==> src/rtl/zste_pkg.sv <==
package zste_pkg;

   // controller states
   localparam logic STATE_IDLE = 1'b0;
   localparam logic STATE_RUN  = 1'b1;

   // fixed fractional width of the 11.16 and 12.16 tile positions
   localparam int FRAC_BITS = 16;

   // controller -> datapath
   typedef struct packed {
      logic load;   // latch a new sprite entry, clear tile counters
      logic emit;   // write the current tile into the output register, advance
   } cmd_type;

   // datapath -> controller
   typedef struct packed {
      logic last;   // current tile is the final one of the entry
   } status_type;

endpackage

==> src/rtl/zste_ctrl.sv <==
module zste_ctrl (
   input  logic                clock,
   input  logic                reset,
   input  logic                req_valid,
   output logic                req_stall,
   input  logic                req_first_in_chain,
   input  logic [3:0]          req_priority_pass,
   input  logic [3:0]          req_size_priority,
   output logic                rsp_valid,
   input  logic                rsp_stall,
   input  zste_pkg::status_type status,
   output zste_pkg::cmd_type    cmd
);
   import zste_pkg::*;

   logic state_ff, state_in;
   logic chain_stopped_ff, chain_stopped_in;
   logic rsp_valid_ff, rsp_valid_in;
   logic accept, stopped_eff, mismatch, out_free, emit;

   assign req_stall   = (state_ff != STATE_IDLE);
   assign accept      = req_valid && !req_stall;
   assign stopped_eff = chain_stopped_ff && !req_first_in_chain;
   assign mismatch    = (req_size_priority != req_priority_pass);
   assign out_free    = !rsp_valid_ff || !rsp_stall;
   assign emit        = (state_ff == STATE_RUN) && out_free;

   assign cmd.load  = accept && !stopped_eff && !mismatch;
   assign cmd.emit  = emit;
   assign rsp_valid = rsp_valid_ff;

   always_comb begin
      state_in         = state_ff;
      chain_stopped_in = chain_stopped_ff;
      if (accept) begin
         chain_stopped_in = stopped_eff | mismatch;
      end
      case (state_ff)
         STATE_IDLE: begin
            if (cmd.load) begin
               state_in = STATE_RUN;
            end
         end
         STATE_RUN: begin
            if (emit && status.last) begin
               state_in = STATE_IDLE;
            end
         end
         default: state_in = STATE_IDLE;
      endcase
      if (out_free) begin
         rsp_valid_in = emit;
      end else begin
         rsp_valid_in = rsp_valid_ff;
      end
   end

   always_ff @(posedge clock) begin
      if (reset) begin
         state_ff         <= STATE_IDLE;
         chain_stopped_ff <= 1'b0;
         rsp_valid_ff     <= 1'b0;
      end else begin
         state_ff         <= state_in;
         chain_stopped_ff <= chain_stopped_in;
         rsp_valid_ff     <= rsp_valid_in;
      end
   end

endmodule

==> src/rtl/zste_datapath.sv <==
module zste_datapath (
   input  logic                 clock,
   input  logic                 reset,
   input  logic                 csr_wr_en,
   input  logic                 csr_wr_data,
   input  zste_pkg::cmd_type    cmd,
   output zste_pkg::status_type status,
   input  logic [15:0]          req_offset_x,
   input  logic [15:0]          req_offset_y,
   input  logic [15:0]          req_tile_code,
   input  logic [15:0]          req_attribute,
   input  logic [15:0]          req_pos_x,
   input  logic [15:0]          req_pos_y,
   input  logic [15:0]          req_zoom,
   input  logic [15:0]          req_size_word,
   output logic [14:0]          rsp_out_code,
   output logic [23:0]          rsp_palette_offset,
   output logic signed [11:0]   rsp_screen_x,
   output logic signed [12:0]   rsp_screen_y,
   output logic                 rsp_flip_x,
   output logic                 rsp_flip_y,
   output logic [20:0]          rsp_scale_x,
   output logic [21:0]          rsp_scale_y,
   output logic                 rsp_last_tile
);
   import zste_pkg::*;

   logic bias_en_ff;

   // per-entry values, computed at load
   logic [14:0]        code_ff;
   logic [23:0]        pal_ff;
   logic signed [9:0]  sx_ff;
   logic signed [10:0] sy_ff;
   logic [24:0]        xdim_ff, ydim_ff;
   logic [1:0]         xmax_ff;
   logic [2:0]         ymax_ff;
   logic               fx_ff, fy_ff;
   logic [20:0]        xscale_ff;
   logic [21:0]        yscale_ff;

   logic [1:0] col_cnt_ff;
   logic [2:0] row_cnt_ff;
   logic [4:0] tile_cnt_ff;

   // load-side logic
   logic [9:0]         wx, wy;
   logic signed [10:0] sy_in;
   logic [1:0]         xs_in, ys_in;
   logic [8:0]         zx_p1, zy_p1;
   logic [24:0]        xdim_in, ydim_in;
   logic [20:0]        xsc_raw;
   logic [21:0]        ysc_raw;

   // tile-side logic
   logic [1:0]         col;
   logic [2:0]         row;
   logic [26:0]        xoff;
   logic [27:0]        yoff;
   logic signed [26:0] nx;
   logic signed [27:0] ny;
   logic signed [10:0] qx;
   logic signed [11:0] qy;
   logic               last;

   // output register
   logic [14:0]        out_code_ff;
   logic [23:0]        pal_out_ff;
   logic signed [11:0] screen_x_ff;
   logic signed [12:0] screen_y_ff;
   logic               flip_x_ff, flip_y_ff;
   logic [20:0]        scale_x_ff;
   logic [21:0]        scale_y_ff;
   logic               last_ff;

   always_comb begin
      wx    = req_pos_x[9:0] + req_offset_x[9:0];
      wy    = req_pos_y[9:0] + req_offset_y[9:0];
      sy_in = -$signed({wy[9], wy});
      if (bias_en_ff) begin
         sy_in = sy_in + 11'sd256;
      end
      case (req_size_word[1:0])
         2'd2:    xs_in = 2'd1;
         2'd3:    xs_in = 2'd2;
         default: xs_in = 2'd0;
      endcase
      ys_in   = req_size_word[3:2];
      zx_p1   = {1'b0, req_zoom[7:0]} + 9'd1;
      zy_p1   = {1'b0, req_zoom[15:8]} + 9'd1;
      xdim_in = {zx_p1, 16'b0} >> xs_in;
      ydim_in = {zy_p1, 16'b0} >> ys_in;
      xsc_raw = xdim_in[24:4];
      ysc_raw = ydim_in[24:3];
   end

   // tile position: signed 11.16 (x) and 12.16 (y) sum, truncated toward zero
   always_comb begin
      col  = fx_ff ? (xmax_ff - col_cnt_ff) : col_cnt_ff;
      row  = fy_ff ? (ymax_ff - row_cnt_ff) : row_cnt_ff;
      xoff = 27'(xdim_ff) * 27'(col);
      yoff = 28'(ydim_ff) * 28'(row);
      nx   = $signed({sx_ff[9], sx_ff, 16'b0}) + $signed(xoff);
      ny   = $signed({sy_ff[10], sy_ff, 16'b0}) + $signed(yoff);
      qx   = nx[26:FRAC_BITS];
      qy   = ny[27:FRAC_BITS];
      if (nx[26] && (nx[FRAC_BITS-1:0] != '0)) begin
         qx = qx + 11'sd1;
      end
      if (ny[27] && (ny[FRAC_BITS-1:0] != '0)) begin
         qy = qy + 12'sd1;
      end
      last = (col_cnt_ff == xmax_ff) && (row_cnt_ff == ymax_ff);
   end

   assign status.last = last;

   always_ff @(posedge clock) begin
      if (reset) begin
         bias_en_ff <= 1'b0;
      end else if (csr_wr_en) begin
         bias_en_ff <= csr_wr_data;
      end
   end

   always_ff @(posedge clock) begin
      if (cmd.load) begin
         code_ff   <= req_tile_code[14:0];
         pal_ff    <= req_attribute[10] ? {2'b0, req_attribute, 6'b0}
                                        : {req_attribute, 8'b0};
         sx_ff     <= $signed(wx);
         sy_ff     <= sy_in;
         xdim_ff   <= xdim_in;
         ydim_ff   <= ydim_in;
         xmax_ff   <= 2'((3'd1 << xs_in) - 3'd1);
         ymax_ff   <= 3'((4'd1 << ys_in) - 4'd1);
         fx_ff     <= req_attribute[15];
         fy_ff     <= req_attribute[14];
         xscale_ff <= (xsc_raw[15:0] != '0) ? xsc_raw + 21'd4096 : xsc_raw;
         yscale_ff <= (ysc_raw[15:0] != '0) ? ysc_raw + 22'd8192 : ysc_raw;
         col_cnt_ff  <= '0;
         row_cnt_ff  <= '0;
         tile_cnt_ff <= '0;
      end else if (cmd.emit) begin
         tile_cnt_ff <= tile_cnt_ff + 5'd1;
         if (row_cnt_ff == ymax_ff) begin
            row_cnt_ff <= '0;
            col_cnt_ff <= col_cnt_ff + 2'd1;
         end else begin
            row_cnt_ff <= row_cnt_ff + 3'd1;
         end
      end
   end

   always_ff @(posedge clock) begin
      if (cmd.emit) begin
         out_code_ff <= code_ff + 15'(tile_cnt_ff);
         pal_out_ff  <= pal_ff;
         screen_x_ff <= 12'(qx);
         screen_y_ff <= 13'(qy);
         flip_x_ff   <= fx_ff;
         flip_y_ff   <= fy_ff;
         scale_x_ff  <= xscale_ff;
         scale_y_ff  <= yscale_ff;
         last_ff     <= last;
      end
   end

   assign rsp_out_code       = out_code_ff;
   assign rsp_palette_offset = pal_out_ff;
   assign rsp_screen_x       = screen_x_ff;
   assign rsp_screen_y       = screen_y_ff;
   assign rsp_flip_x         = flip_x_ff;
   assign rsp_flip_y         = flip_y_ff;
   assign rsp_scale_x        = scale_x_ff;
   assign rsp_scale_y        = scale_y_ff;
   assign rsp_last_tile      = last_ff;

endmodule

==> src/rtl/zoomed_sprite_tile_expander.sv <==
// Zoomed sprite tile expander.
// req_ channel: one sprite entry per item (code, attribute, position, zoom,
//    size word, list header offsets, first-of-chain mark, priority pass).
// rsp_ channel: one tile draw command per item, in scan order (columns
//    outer, rows inner), last_tile set on the final command of an entry.
// csr_: single write-only bit, vertical bias enable; write while idle.
// An entry is latched at load; each tile then goes through the output register.
// Throughput: one command per cycle while the receiver does not stall; an
//    entry of N tiles (1 to 32) keeps req_stall high until its last tile is
//    emitted; the column and row counters of the datapath set N.
// An entry that is dropped (priority mismatch or stopped chain) produces
//    nothing and leaves the block idle; req_stall stays low while idle.
// The next entry is taken while the final command still waits in the
//    output register.
// rsp_stall freezes the output register and the tile counters.
// Reset (synchronous): empties the output, clears the chain stop flag and
//    the bias bit.
module zoomed_sprite_tile_expander (
   input  logic               clock,
   input  logic               reset,
   input  logic               csr_wr_en,
   input  logic               csr_wr_data,
   input  logic               req_valid,
   output logic               req_stall,
   input  logic               req_first_in_chain,
   input  logic [3:0]         req_priority_pass,
   input  logic [15:0]        req_offset_x,
   input  logic [15:0]        req_offset_y,
   input  logic [15:0]        req_tile_code,
   input  logic [15:0]        req_attribute,
   input  logic [15:0]        req_pos_x,
   input  logic [15:0]        req_pos_y,
   input  logic [15:0]        req_zoom,
   input  logic [15:0]        req_size_word,
   output logic               rsp_valid,
   input  logic               rsp_stall,
   output logic [14:0]        rsp_out_code,
   output logic [23:0]        rsp_palette_offset,
   output logic signed [11:0] rsp_screen_x,
   output logic signed [12:0] rsp_screen_y,
   output logic               rsp_flip_x,
   output logic               rsp_flip_y,
   output logic [20:0]        rsp_scale_x,
   output logic [21:0]        rsp_scale_y,
   output logic               rsp_last_tile
);
   import zste_pkg::*;

   cmd_type    cmd;
   status_type status;

   // sequencing, chain stop tracking, output valid
   zste_ctrl u_ctrl (
      .clock              (clock),
      .reset              (reset),
      .req_valid          (req_valid),
      .req_stall          (req_stall),
      .req_first_in_chain (req_first_in_chain),
      .req_priority_pass  (req_priority_pass),
      .req_size_priority  (req_size_word[7:4]),
      .rsp_valid          (rsp_valid),
      .rsp_stall          (rsp_stall),
      .status             (status),
      .cmd                (cmd)
   );

   // per-entry setup, tile counters, position math, output register
   zste_datapath u_datapath (
      .clock              (clock),
      .reset              (reset),
      .csr_wr_en          (csr_wr_en),
      .csr_wr_data        (csr_wr_data),
      .cmd                (cmd),
      .status             (status),
      .req_offset_x       (req_offset_x),
      .req_offset_y       (req_offset_y),
      .req_tile_code      (req_tile_code),
      .req_attribute      (req_attribute),
      .req_pos_x          (req_pos_x),
      .req_pos_y          (req_pos_y),
      .req_zoom           (req_zoom),
      .req_size_word      (req_size_word),
      .rsp_out_code       (rsp_out_code),
      .rsp_palette_offset (rsp_palette_offset),
      .rsp_screen_x       (rsp_screen_x),
      .rsp_screen_y       (rsp_screen_y),
      .rsp_flip_x         (rsp_flip_x),
      .rsp_flip_y         (rsp_flip_y),
      .rsp_scale_x        (rsp_scale_x),
      .rsp_scale_y        (rsp_scale_y),
      .rsp_last_tile      (rsp_last_tile)
   );

endmodule
==> config.mk <==
export PLATFORM = sky130hd
export DESIGN_NAME = zoomed_sprite_tile_expander
export DESIGN_NICKNAME = d
export VERILOG_FILES = /design/src/rtl/zste_pkg.sv /design/src/rtl/zste_ctrl.sv /design/src/rtl/zste_datapath.sv /design/src/rtl/zoomed_sprite_tile_expander.sv
export SDC_FILE = /design/constraint.sdc
export NUM_CORES = 1
export LEC_CHECK = 0
export BUFFER_PORTS_ARGS = -buffer_cell sky130_fd_sc_hd__buf_2
export CAP_MARGIN = 20
export CORE_MARGIN = 2
export CORE_UTILIZATION = 56
export DETAILED_ROUTE_END_ITERATION = 7
export HOLD_SLACK_MARGIN = 0.02
export PLACE_DENSITY_LB_ADDON = 0.2
export SLEW_MARGIN = 30
export SYNTH_ARGS = -nofsm -noshare
export SYNTH_HDL_FRONTEND = slang
export SYNTH_HIERARCHICAL = 1
export SYNTH_SLANG_ARGS = --single-unit
==> constraint.sdc <==
create_clock -name clock -period 11.08 [get_ports clock]
set_clock_uncertainty 0.2 [all_clocks]
set_input_delay 0.554 -clock clock [delete_from_list [all_inputs] [get_ports clock]]
set_output_delay 0.554 -clock clock [all_outputs]
set_load 0.02 [all_outputs]
==> summary.md, run 1 <==
| Metric | Value |
|---|---|
| Status | completed |
| Hold EP | u_datapath/code_ff[4] |
| Initial Utilization | 0.573 |
| WL per Instance | 15.3 um |
| Drc violations | 0 |
| Pre-CTS setup slack | 4.94 ns |
| Hold path cells | 1 |
| Max Fclk | 162 MHz |
| # rows | 53 |
| Comb power frac | 0.427 |
| P_int | 1760 uW |
| Synth unique cells | 73 |
| DP HPWL | 17800 um |
| CP Data Required Time | 11.07 ns |
| Clock group share of total power | 0.238 |
| Number of synthesized register bits | 200 |
| Remaining Overflow, GRT | 0 |
| Max-Cap Viols | 0 |
| Die area | 22800 sq um |
| Total core area | 21100 sq um |
| Post-Synth Adder-Cell Area | 0.127 |
| Post-synth ARST share | 0 |
| Number of synthesized flops with an enable pin | 186 |
| Mapped Area | 12100 sq um |
| Fin. Hold Viols | 0 |
| Setup violations, final | 0 |
| P_leak | 0.00578 uW |
| Layout cell share with drive strength beyond 1 | 0.210 |
| Gate Count Post-Synth | 1061 |
| Clock Latency Late Sink | 0.43 ns |
| Switching share of power | 0.366 |
| Crit. End Element | register |
| Psw | 1020 uW |
| Setup Buffers After CTS | 0 |
| Yosys warns | 6 |
| Total wire length | 23500 um |
| Via count | 8200 |
| GPL Wtd Cong | 0.877 |
| Pwr Total | 2780 uW |
| Clock sinks | 200 |
| Pins Over Slew Limit | 0 |
| Worst R2R Setup Slack | 4.91 ns |
| Worst R2R Start | u_datapath/row_cnt_ff[0] |
| Hold path start | req_tile_code[4] |
| Fill count | 1679 |
| Hold Crit Class | input port to register |
| Die H | 151 um |
| CP max FO | 12 |
| Initial drt markers | 444 |
| Top FF cell, synth | edfxtp_1 |
| Final worst-path cycle share | 0.556 |
| H-tree Lvls | 4 |
| # diodes | 0 |
| R2R Path End | u_datapath/rsp_screen_y[10] |
| Final setup TNS | 0 ns |
| Tightest Pin Transition | 0.909 ns |
| IO Count | 251 |
| Vias/cell | 5.33 |
| Register area share after synthesis | 0.485 |
| Post-Synth XOR/XNOR Area | 0.0849 |
| CP arrival | 6.15 ns |
| R2R depth | 20 |
| Max VDD drop | 0.113 mV |
| Total track usage | 0.211 |
| Syn-to-layout area delta | 14.7% |
| Synth Area in Simple Gates | 0.131 |
| Critical Setup Path Class | register to register |
| Pwr Density | 201 nW/um^2 |
| Initial antenna violation count | 0 |
| DR pass1 iterations | 5 |
| Die W | 151 um |
| Vias in the first global route | 7702 |
| CTS tree | done |
| Min Clock Period, post-route | 6.17 ns |
| # resized after CTS | 0 |
| Final net count | 1491 |
| Synthesized area per cell | 11.4 sq um |
| Clk buf depth | 2 |
| Port bufs | 192 |
| First-pass GRT wire length | 37300 um |
| Remaining antenna violation count | 0 |
| Post-synthesis compound-gate area fraction | 0.0819 |
| CTS root buf | clkbuf_16 |
| Startpoint Class | register |
| Cts hold-fix bufs | 0 |
| Clk slew on worst S/H paths | 0.08 ns |
| Largest net degree at the start of global routing | 63 |
| RSZ-0062 raised after global routing | no |
| CTS Buf Count | 17 |
| Worst setup margin | 4.91 ns |
| Post-synthesis mux area share | 0.0233 |
| Relative slew slack | 0.392 |
| Flop pwr share | 0.335 |
| Largest family of logic cells by synthesized area | simple AND/OR/NAND/NOR gates |
==> cells in the mapped netlist (all sizes together) (3+ instances only) <==
master / n / area share
o21a: 6 / 0.0037
o211ai: 3 / 0.0019
a31oi: 4 / 0.0021
nand4: 11 / 0.0062
or4: 3 / 0.0022
nor2: 50 / 0.016
xnor2: 67 / 0.050
a221oi: 4 / 0.0043
or3: 5 / 0.0026
nor3: 13 / 0.0054
and2: 33 / 0.017
nand2: 68 / 0.021
mux2i: 9 / 0.0075
nand4b: 4 / 0.0029
nor4: 3 / 0.0016
clkbuf: 21 / 0.0090
mux2: 17 / 0.016
o21ai: 22 / 0.0091
a22o: 4 / 0.0029
o22ai: 5 / 0.0026
buf: 29 / 0.018
ha: 65 / 0.067
o31ai: 4 / 0.0029
and3: 9 / 0.0047
o21bai: 5 / 0.0031
nand3b: 7 / 0.0043
xor2: 48 / 0.035
a21boi: 3 / 0.0019
nand3: 29 / 0.012
dfxtp: 14 / 0.023
nand2b: 10 / 0.0052
or2: 5 / 0.0026
nor2b: 36 / 0.019
a21o: 13 / 0.0081
edfxtp: 186 / 0.46
a21oi: 40 / 0.017
a211oi: 17 / 0.011
fa: 36 / 0.060
inv: 124 / 0.039
o32ai: 3 / 0.0022
==> power groups by stage <==
stage	logic [uW]	clock network [uW]	registers (uW)
2_1_floorplan	936	0	958
3_3_place_gp	1130	0	949
3_5_place_dp	1170	0	951
4_1_cts	1190	677	934
5_1_grt	1340	705	938
6_report	1190	663	933
==> sequential cells by signal (all words and copies together) (netlist names), 12 cells and up <==
signal                         count
u_datapath/rsp_scale_y            12
u_datapath/rsp_out_code           15
u_datapath/rsp_screen_y           12
u_datapath/rsp_scale_x            12
u_datapath/pal_ff                 18
u_datapath/xdim_ff                12
u_datapath/code_ff                15
u_datapath/rsp_palette_offset     18
u_datapath/ydim_ff                12
==> worst max path at each step <==
stage	start	endpoint	slack, ns
after floorplan	req_priority_pass[2]	u_datapath/row_cnt_ff[0]	5.08
after global placement	u_datapath/row_cnt_ff[0]	u_datapath/rsp_screen_y[10]	5.07
after detailed placement	u_datapath/row_cnt_ff[0]	u_datapath/rsp_screen_y[10]	4.94
after CTS	u_datapath/row_cnt_ff[0]	u_datapath/rsp_screen_y[10]	4.92
after global routing	u_datapath/row_cnt_ff[0]	u_datapath/rsp_screen_y[10]	4.44
final	u_datapath/row_cnt_ff[0]	u_datapath/rsp_screen_y[10]	4.91
==> cells by family (layout without fill, tap and decap cells) <==
| logic type | Yosys count | in the layout |
|---|---|---|
| AND/OR/NAND/NOR | 297 | 297 |
| AO/OA/AOI/OAI | 146 | 146 |
| flip-flops | 200 | 200 |
| buffers and inverters | 175 | 353 |
| adder cells (fa/ha/maj) | 101 | 101 |
| multiplexers | 26 | 26 |
| other | 1 | 26 |
| XOR/XNOR | 115 | 115 |
==> cell type report <==
type	instances	area, sq um	share of cell area
clock buffer	17	425	0.0307
clock inverter	15	224	0.0162
inverter	125	469	0.0338
multi-input combinational	711	5540	0.400
sequential	200	5870	0.423
tap	275	344	0.0248
timing repair buffer	196	991	0.0715
==> metrics by stage <==
step           instance area, sq um  instances  utilization  hold slack, ns
2_1_floorplan                 12200       1086            -           0.200
3_3_place_gp                  13200       1507        0.626           0.200
3_5_place_dp                  13200       1507        0.626           0.206
4_1_cts                       13900       1539        0.657          0.0708
5_1_grt                       13900       1539        0.657          0.0697
6_report                      13900       1539        0.657          0.0835
==> per-layer routing <==
layer,up-vias,GRT usage,routed length (um)
li1,4021,-,-
met1,3881,0.305,11200
met2,280,0.334,10600
met3,18,0.0319,1440
met4,0,0.0589,259
met5,-,0,0
==> critical path, stage by stage, from the launching register on <==
cell and delay [ns]:
dfxtp_1 0.41, ha_1 0.18, inv_1 0.05, fa_1 0.37, xnor2_1 0.17, nand2_1 0.08
xor2_1 0.72, nor2b_1 0.16, fa_1 0.57, inv_1 0.05, fa_1 0.47, inv_1 0.04
ha_1 0.23, fa_1 0.44, a211oi_1 0.44, o21ai_0 0.19, a31oi_1 0.29, xnor2_1 0.16
nor4_1 0.36, nand3_1 0.16, xnor2_1 0.18
==> layout by cell type, fill, tap and decap left out, types with 6 or more instances in the layout <==
| cell | Yosys | routed |
|---|---|---|
| mux2_2 | 17 | 17 |
| nand2b_1 | 10 | 10 |
| a211oi_1 | 17 | 17 |
| o21a_1 | 6 | 6 |
| and2_1 | 32 | 32 |
| nand3b_1 | 7 | 7 |
| clkbuf_16 | 0 | 17 |
| buf_2 | 0 | 192 |
| conb_1 | 1 | 26 |
| o21ai_0 | 22 | 22 |
| nor2b_1 | 35 | 35 |
| xnor2_1 | 66 | 65 |
| mux2i_1 | 9 | 8 |
| fa_1 | 36 | 36 |
| a21o_1 | 13 | 13 |
| edfxtp_1 | 186 | 186 |
| ha_1 | 65 | 65 |
| nor2_1 | 50 | 49 |
| nand3_1 | 29 | 29 |
| dfxtp_1 | 14 | 14 |
| a21oi_1 | 40 | 39 |
| clkinv_8 | 0 | 6 |
| nand4_1 | 10 | 10 |
| inv_1 | 124 | 124 |
| xor2_1 | 48 | 48 |
| nor3_1 | 13 | 13 |
| and3_1 | 9 | 9 |
| nand2_1 | 67 | 67 |
(Power assumes the default switching activity.)
==> run 2: changes to the inputs <==
==> constraint.sdc (replaced) <==
create_clock -name clock -period 6.4 [get_ports clock]
set_clock_uncertainty 0.2 [all_clocks]
set_input_delay 0.32 -clock clock [delete_from_list [all_inputs] [get_ports clock]]
set_output_delay 0.32 -clock clock [all_outputs]
set_load 0.02 [all_outputs]
==> summary.md, run 2 (same netlist as run 1, synthesis figures left out) <==
| Metric | Value |
|---|---|
| Fin. Hold Viols | 0 (unchanged) |
| R2R depth | 20 (unchanged) |
| Setup violations, final | 0 (unchanged) |
| Clk buf depth | 2 (unchanged) |
| CTS Buf Count | 17 (unchanged) |
| Clock sinks | 200 (unchanged) |
| Min Clock Period, post-route | 5.48 ns (-0.688 ns) |
| Initial drt markers | 463 (+4.3%) |
| Max VDD drop | 0.215 mV (+90%) |
| Die H | 151 um (unchanged) |
| DR pass1 iterations | 5 (unchanged) |
| Hold EP | u_datapath/sx_ff[9] |
| Die area | 22800 sq um (unchanged) |
| P_leak | 0.00597 uW (+3.2%) |
| Smallest hold slack | 0.0631 ns (-0.0204 ns) |
| Hold path cells | 3 (+2) |
| Syn-to-layout area delta | 18.2% |
| DP HPWL | 17900 um (+0.28%) |
| Pwr Density | 339 nW/um^2 (+69%) |
| CTS tree | done |
| CP cell instances | ha_1 -> inv_1 -> fa_1 -> xnor2_1 -> nand2_1 -> xor2_1 -> nor2b_1 -> fa_1 -> inv_1 -> fa_1 -> inv_1 -> ha_1 -> fa_1 -> a211oi_1 -> o21ai_0 -> a31oi_1 -> xnor2_1 -> nor4_1 -> nand3_1 -> xnor2_1 |
| Vias/cell | 5.21 (-2.2%) |
| # rows | 53 (unchanged) |
| Grt met3 use | 0.0313 (-0.000602) |
| H-tree Lvls | 4 (unchanged) |
| CP Data Required Time | 6.39 ns (-4.68 ns) |
| Fill count | 1574 (-6.3%) |
| Largest delay share family, worst path | adder cells |
| RSZ-0062 raised after global routing | no |
| Busiest grt layer | met2 |
| Max Fclk | 183 MHz (+13%) |
| Total core area | 21100 sq um (unchanged) |
| Clk slew on worst S/H paths | 0.08 ns (about the same) |
| Status | completed |
| Tightest Pin Transition | 0.936 ns (+0.0272 ns) |
| CP arrival | 5.47 ns (-0.68 ns) |
| Initial antenna violation count | 0 (unchanged) |
| GPL Wtd Cong | 0.870 (-0.85%) |
| CTS root buf | clkbuf_16 |
| Critical Setup Path Class | register to register |
| Cell mode on critical path | fa_1 |
| Global Route met1 Usage | 0.310 (+0.00486) |
| Max-Cap Viols | 0 (unchanged) |
| Vias in the first global route | 7808 (+1.4%) |
| Cts hold-fix bufs | 42 (+42) |
| Via count | 8254 (+0.66%) |
| Setup Buffers After CTS | 0 (unchanged) |
| Port bufs | 192 (unchanged) |
| Area occupied by registers | 5870 sq um (unchanged) |
| Final worst-path cycle share | 0.856 (+0.299) |
| Worst R2R Start | u_datapath/row_cnt_ff[0] |
| Commonest cells after routing, fill and taps aside | 192 x buf_2, 186 x edfxtp_1, 124 x inv_1 |
| # diodes | 0 (unchanged) |
| Final setup TNS | 0 ns (unchanged) |
| Layout cell share with drive strength beyond 1 | 0.205 (-0.00571) |
| Slowest CP cell | fa_1 |
| Final net count | 1536 (+3.0%) |
| GR Util met2 | 0.335 (+0.000455) |
| # resized after CTS | 0 (unchanged) |
| Startpoint Class | register |
| R2R Path End | u_datapath/rsp_screen_y[10] |
| Max incr delay on CP | 0.53 ns (-0.19 ns) |
| Remaining Overflow, GRT | 0 (unchanged) |
| Final Core Density | 0.677 (+0.0200) |
| Pins Over Slew Limit | 0 (unchanged) |
| Multi-input logic area | 5540 sq um (about the same) |
| Hold path start | req_offset_x[9] |
| Buf/Inv on CP | 3 (unchanged) |
| IO Count | 251 (unchanged) |
| WL per Instance | 15.0 um (-1.5%) |
| Initial Utilization | 0.573 (unchanged) |
| CP max FO | 4 (-8) |
| Crit. End Element | register |
| Clock Latency Late Sink | 0.44 ns (about the same) |
| Total track usage | 0.213 (+0.00240) |
| Remaining antenna violation count | 0 (unchanged) |
| Relative slew slack | 0.376 (-0.0161) |
| Beginning of the critical path | u_datapath/row_cnt_ff[0] |
| First-pass GRT wire length | 38000 um (+1.7%) |
| Drc violations | 0 (unchanged) |
| Total wire length | 23800 um (+1.4%) |
| Hold Crit Class | input port to register |
| Largest net degree at the start of global routing | 74 (+17%) |
| Commonest non-fill, non-tap cell in the layout | buf_2 |
| Worst R2R Setup Slack | 0.92 ns (-3.99 ns) |
| Die W | 151 um (unchanged) |
run 2: changes by cell type in the layout (fill, tap and decap cells not counted), moves of 2 or more:
cell / previous run / this run
buf_4: 4 / 7
dlygate4sd3_1: 0 / 42
inv_12: 0 / 4
bufinv_16: 2 / 0
run 2: metal layers:
layer  vias up  part of all wire
met5         -                 0
met4         0             0.016
met3        25             0.053
met2       247              0.44
met1      3865              0.49
li1       4117                 -
run 2: area by class of cell:
class,count,area share
clock buffer,17,0.0298
tap,275,0.0241
timing repair buffer,241,0.100
sequential,200,0.411
inverter,125,0.0328
multi-input combinational,711,0.388
clock inverter,15,0.0145
run 2: worst max path at each step:
stage	depth (start not counted)	to	slack (ns)
6_report	20	u_datapath/rsp_screen_y[10]	0.92
5_1_grt	20	u_datapath/rsp_screen_y[10]	0.55
4_1_cts	20	u_datapath/rsp_screen_y[10]	0.96
3_5_place_dp	20	u_datapath/rsp_screen_y[10]	0.97
3_3_place_gp	20	u_datapath/rsp_screen_y[10]	1.02
2_1_floorplan	5	u_datapath/row_cnt_ff[0]	0.58
run 2: power by group:
part | switching, uW | total, uW | internal (uW)
clock | 568 | 1110 | 547
sequential | 37.2 | 1620 | 1580
combinational | 1200 | 2120 | 915
run 2: worst reg2reg max path, stage by stage, from the launching register on:
cell and delay, ns:
dfxtp_1 0.40, ha_1 0.17, inv_1 0.05, fa_1 0.37, xnor2_1 0.15, nand2_1 0.08
xor2_1 0.22, nor2b_1 0.10, fa_1 0.53, inv_1 0.05, fa_1 0.48, inv_1 0.04
ha_1 0.23, fa_1 0.44, a211oi_1 0.48, o21ai_0 0.18, a31oi_1 0.28, xnor2_1 0.15
nor4_1 0.35, nand3_1 0.14, xnor2_1 0.13
run 2: stage by stage:
stage          total power, uW  worst slack [ns]  instance area [sq um]  std cells
3_5_place_dp              3710             0.973                  13200       1510
2_1_floorplan             3280             0.580                  12200       1086
6_report                  4850             0.922                  14300       1584
3_3_place_gp              3650              1.02                  13200       1510
4_1_cts                   4880             0.957                  14300       1584
5_1_grt                   5220             0.552                  14300       1584
==> run 3: changes to the inputs <==
--- a/config.mk
+++ b/config.mk
@@ -8,7 +8,7 @@
 export BUFFER_PORTS_ARGS = -buffer_cell sky130_fd_sc_hd__buf_2
 export CAP_MARGIN = 20
 export CORE_MARGIN = 2
-export CORE_UTILIZATION = 56
+export CORE_UTILIZATION = 45
 export DETAILED_ROUTE_END_ITERATION = 7
 export HOLD_SLACK_MARGIN = 0.02
 export PLACE_DENSITY_LB_ADDON = 0.2
==> summary.md, run 3 (same netlist as run 1, synthesis figures left out) <==
| Metric | Value |
|---|---|
| Pre-CTS setup slack | 0.896 ns (-0.0764 ns) |
| CTS root buf | clkbuf_16 |
| Hold Crit Class | input port to register |
| Total core area | 26200 sq um (+24%) |
| Clock group share of total power | 0.224 (-0.006) |
| Startpoint Class | register |
| Setup Buffers After CTS | 0 (unchanged) |
| H-tree Lvls | 4 (unchanged) |
| Clk slew on worst S/H paths | 0.08 ns (about the same) |
| Min Clock Period, post-route | 5.52 ns (+0.0381 ns) |
| Layout cell share with drive strength beyond 1 | 0.205 (+0.000450) |
| Total wire length | 24200 um (+1.6%) |
| Clk buf depth | 2 (unchanged) |
| Port bufs | 192 (unchanged) |
| Max-Cap Viols | 0 (unchanged) |
| Fill count | 2288 (+45%) |
| Critical Setup Path Class | register to register |
| CTS Buf Count | 17 (unchanged) |
| Switching share of power | 0.372 (-0.00151) |
| Status | completed |
| Syn-to-layout area delta | 18.9% |
| Initial antenna violation count | 0 (unchanged) |
| Tightest Pin Transition | 0.881 ns (-0.0545 ns) |
| Worst R2R Setup Slack | 0.88 ns (-0.04 ns) |
| Comb power frac | 0.440 (+0.003) |
| WL per Instance | 14.7 um (-2.2%) |
| Fin. Hold Viols | 0 (unchanged) |
| Initial drt markers | 459 (-0.86%) |
| R2R Path End | u_datapath/rsp_screen_y[10] |
| Pins Over Slew Limit | 0 (unchanged) |
| CP Data Required Time | 6.37 ns (-0.02 ns) |
| Commonest non-fill, non-tap cell in the layout | buf_2 |
| Commonest cells after routing, fill and taps aside | 192 x buf_2, 186 x edfxtp_1, 124 x inv_1 |
| Setup violations, final | 0 (unchanged) |
| Final Core Density | 0.548 (-0.129) |
| Worst R2R Start | u_datapath/row_cnt_ff[0] |
| Flop pwr share | 0.336 (+0.003) |
| GPL Wtd Cong | 0.837 (-3.8%) |
| Psw | 1780 uW (-1.3%) |
| Worst setup margin | 0.884 ns (-0.0381 ns) |
| Remaining antenna violation count | 0 (unchanged) |
| Remaining Overflow, GRT | 0 (unchanged) |
| Layout Cells excl Fill | 1646 (+3.9%) |
| P_int | 3020 uW (-0.69%) |
| Die H | 168 um (+11%) |
| # rows | 59 (+11%) |
| Die area | 28200 sq um (+24%) |
| Initial Utilization | 0.461 (-0.112) |
| Max Fclk | 181 MHz (-0.69%) |
| Drc violations | 0 (unchanged) |
| # resized after CTS | 0 (unchanged) |
| # diodes | 0 (unchanged) |
| Total track usage | 0.171 (-0.0425) |
| R2R depth | 20 (unchanged) |
| Crit. End Element | register |
| DR pass1 iterations | 5 (unchanged) |
| IO Count | 251 (unchanged) |
| Max VDD drop | 0.185 mV (-14%) |
| Placed cell count | 1569 (+3.9%) |
| Final net count | 1538 (+0.13%) |
| CP arrival | 5.49 ns (+0.02 ns) |
| First-pass GRT wire length | 38700 um (+1.8%) |
| Vias/cell | 4.97 (-4.5%) |
| Via count | 8188 (-0.80%) |
| Pwr Density | 334 nW/um^2 (-1.5%) |
| Beginning of the critical path | u_datapath/row_cnt_ff[0] |
| Clock sinks | 200 (unchanged) |
| Largest net degree at the start of global routing | 68 (-8.1%) |
| P_leak | 0.00597 uW (about the same) |
| Final setup TNS | 0 ns (unchanged) |
| CP max FO | 11 (+7) |
| Final worst-path cycle share | 0.862 (+0.00596) |
| Clock Latency Late Sink | 0.43 ns (about the same) |
| Critical Path Sink | u_datapath/rsp_screen_y[10] |
| DP HPWL | 18300 um (+2.1%) |
| Die W | 168 um (+11%) |
| CTS tree | done |
| RSZ-0062 raised after global routing | no |
| Vias in the first global route | 7811 (+0.038%) |
| Relative slew slack | 0.413 (+0.0363) |
-- run 3: changes by cell type in the layout (fill, tap and decap cells not counted) --
cell / change
buf_16: +1
buf_4: -1
buf_8: +1
clkinvlp_4: +2
dlygate4sd3_1: +1
inv_12: -4
inv_6: +2
-- run 3: area by class of cell --
type	count	area [sq um]	share of cell area
multi-input cells	711	5540	0.385
repair buffers	243	1480	0.103
clock inverters	15	174	0.0121
inverters	125	469	0.0326
clock buffers	17	425	0.0296
flip-flops and latches	200	5870	0.408
well taps	335	419	0.0292
-- run 3: worst min path at each step --
stage | cells past startpoint | start | end
floorplan | 1 | reset | u_ctrl/rsp_valid
global placement | 0 | u_datapath/pal_ff[20] | u_datapath/rsp_palette_offset[20]
detailed placement | 0 | u_datapath/pal_ff[7] | u_datapath/rsp_palette_offset[7]
CTS | 2 | req_zoom[8] | u_datapath/ydim_ff[13]
global route | 1 | req_size_word[1] | u_datapath/xmax_ff[0]
finish | 2 | req_zoom[8] | u_datapath/ydim_ff[13]
-- run 3: timing repair --
item / CTS / global route
setup endpoints to repair: 0 / 0
endpoints found under the hold margin: 40 / 0
hold buffers: 43 / 0
-- run 3: per-stage QoR --
step                      instance area (sq um)  total power, uW  hold slack (ns)
after global placement                    13300             3690            0.200
after detailed placement                  13300             3740            0.205
final                                     14400             4800           0.0566
after global routing                      14400             5190           0.0454
after CTS                                 14300             4850           0.0378
after floorplan                           12200             3280            0.189
-- run 3: per-layer routing --
metal,track usage,vias to the layer above,part of all wire
met5,0,-,0
met4,0.0548,0,0.016
met3,0.0240,20,0.043
met2,0.275,207,0.45
met1,0.241,3845,0.49
li1,-,4116,-
-- run 3: critical path, stage by stage (launching register included) --
cell      delay, ns
dfxtp_1        0.40
ha_1           0.17
inv_1          0.05
fa_1           0.37
xnor2_1        0.15
nand2_1        0.08
xor2_1         0.16
buf_4          0.18
nand2b_1       0.17
fa_1           0.45
fa_1           0.51
inv_1          0.04
ha_1           0.23
fa_1           0.44
a211oi_1       0.42
o21ai_0        0.19
a31oi_1        0.28
xnor2_1        0.16
nor4_1         0.33
nand3_1        0.15
xnor2_1        0.14
-- run 3: power groups by stage --
stage / logic [uW] / registers (uW) / clock network, uW
3_3_place_gp: 2040 / 1640 / 0
2_1_floorplan: 1620 / 1660 / 0
3_5_place_dp: 2090 / 1650 / 0
6_report: 2110 / 1620 / 1080
4_1_cts: 2130 / 1620 / 1110
5_1_grt: 2410 / 1620 / 1160
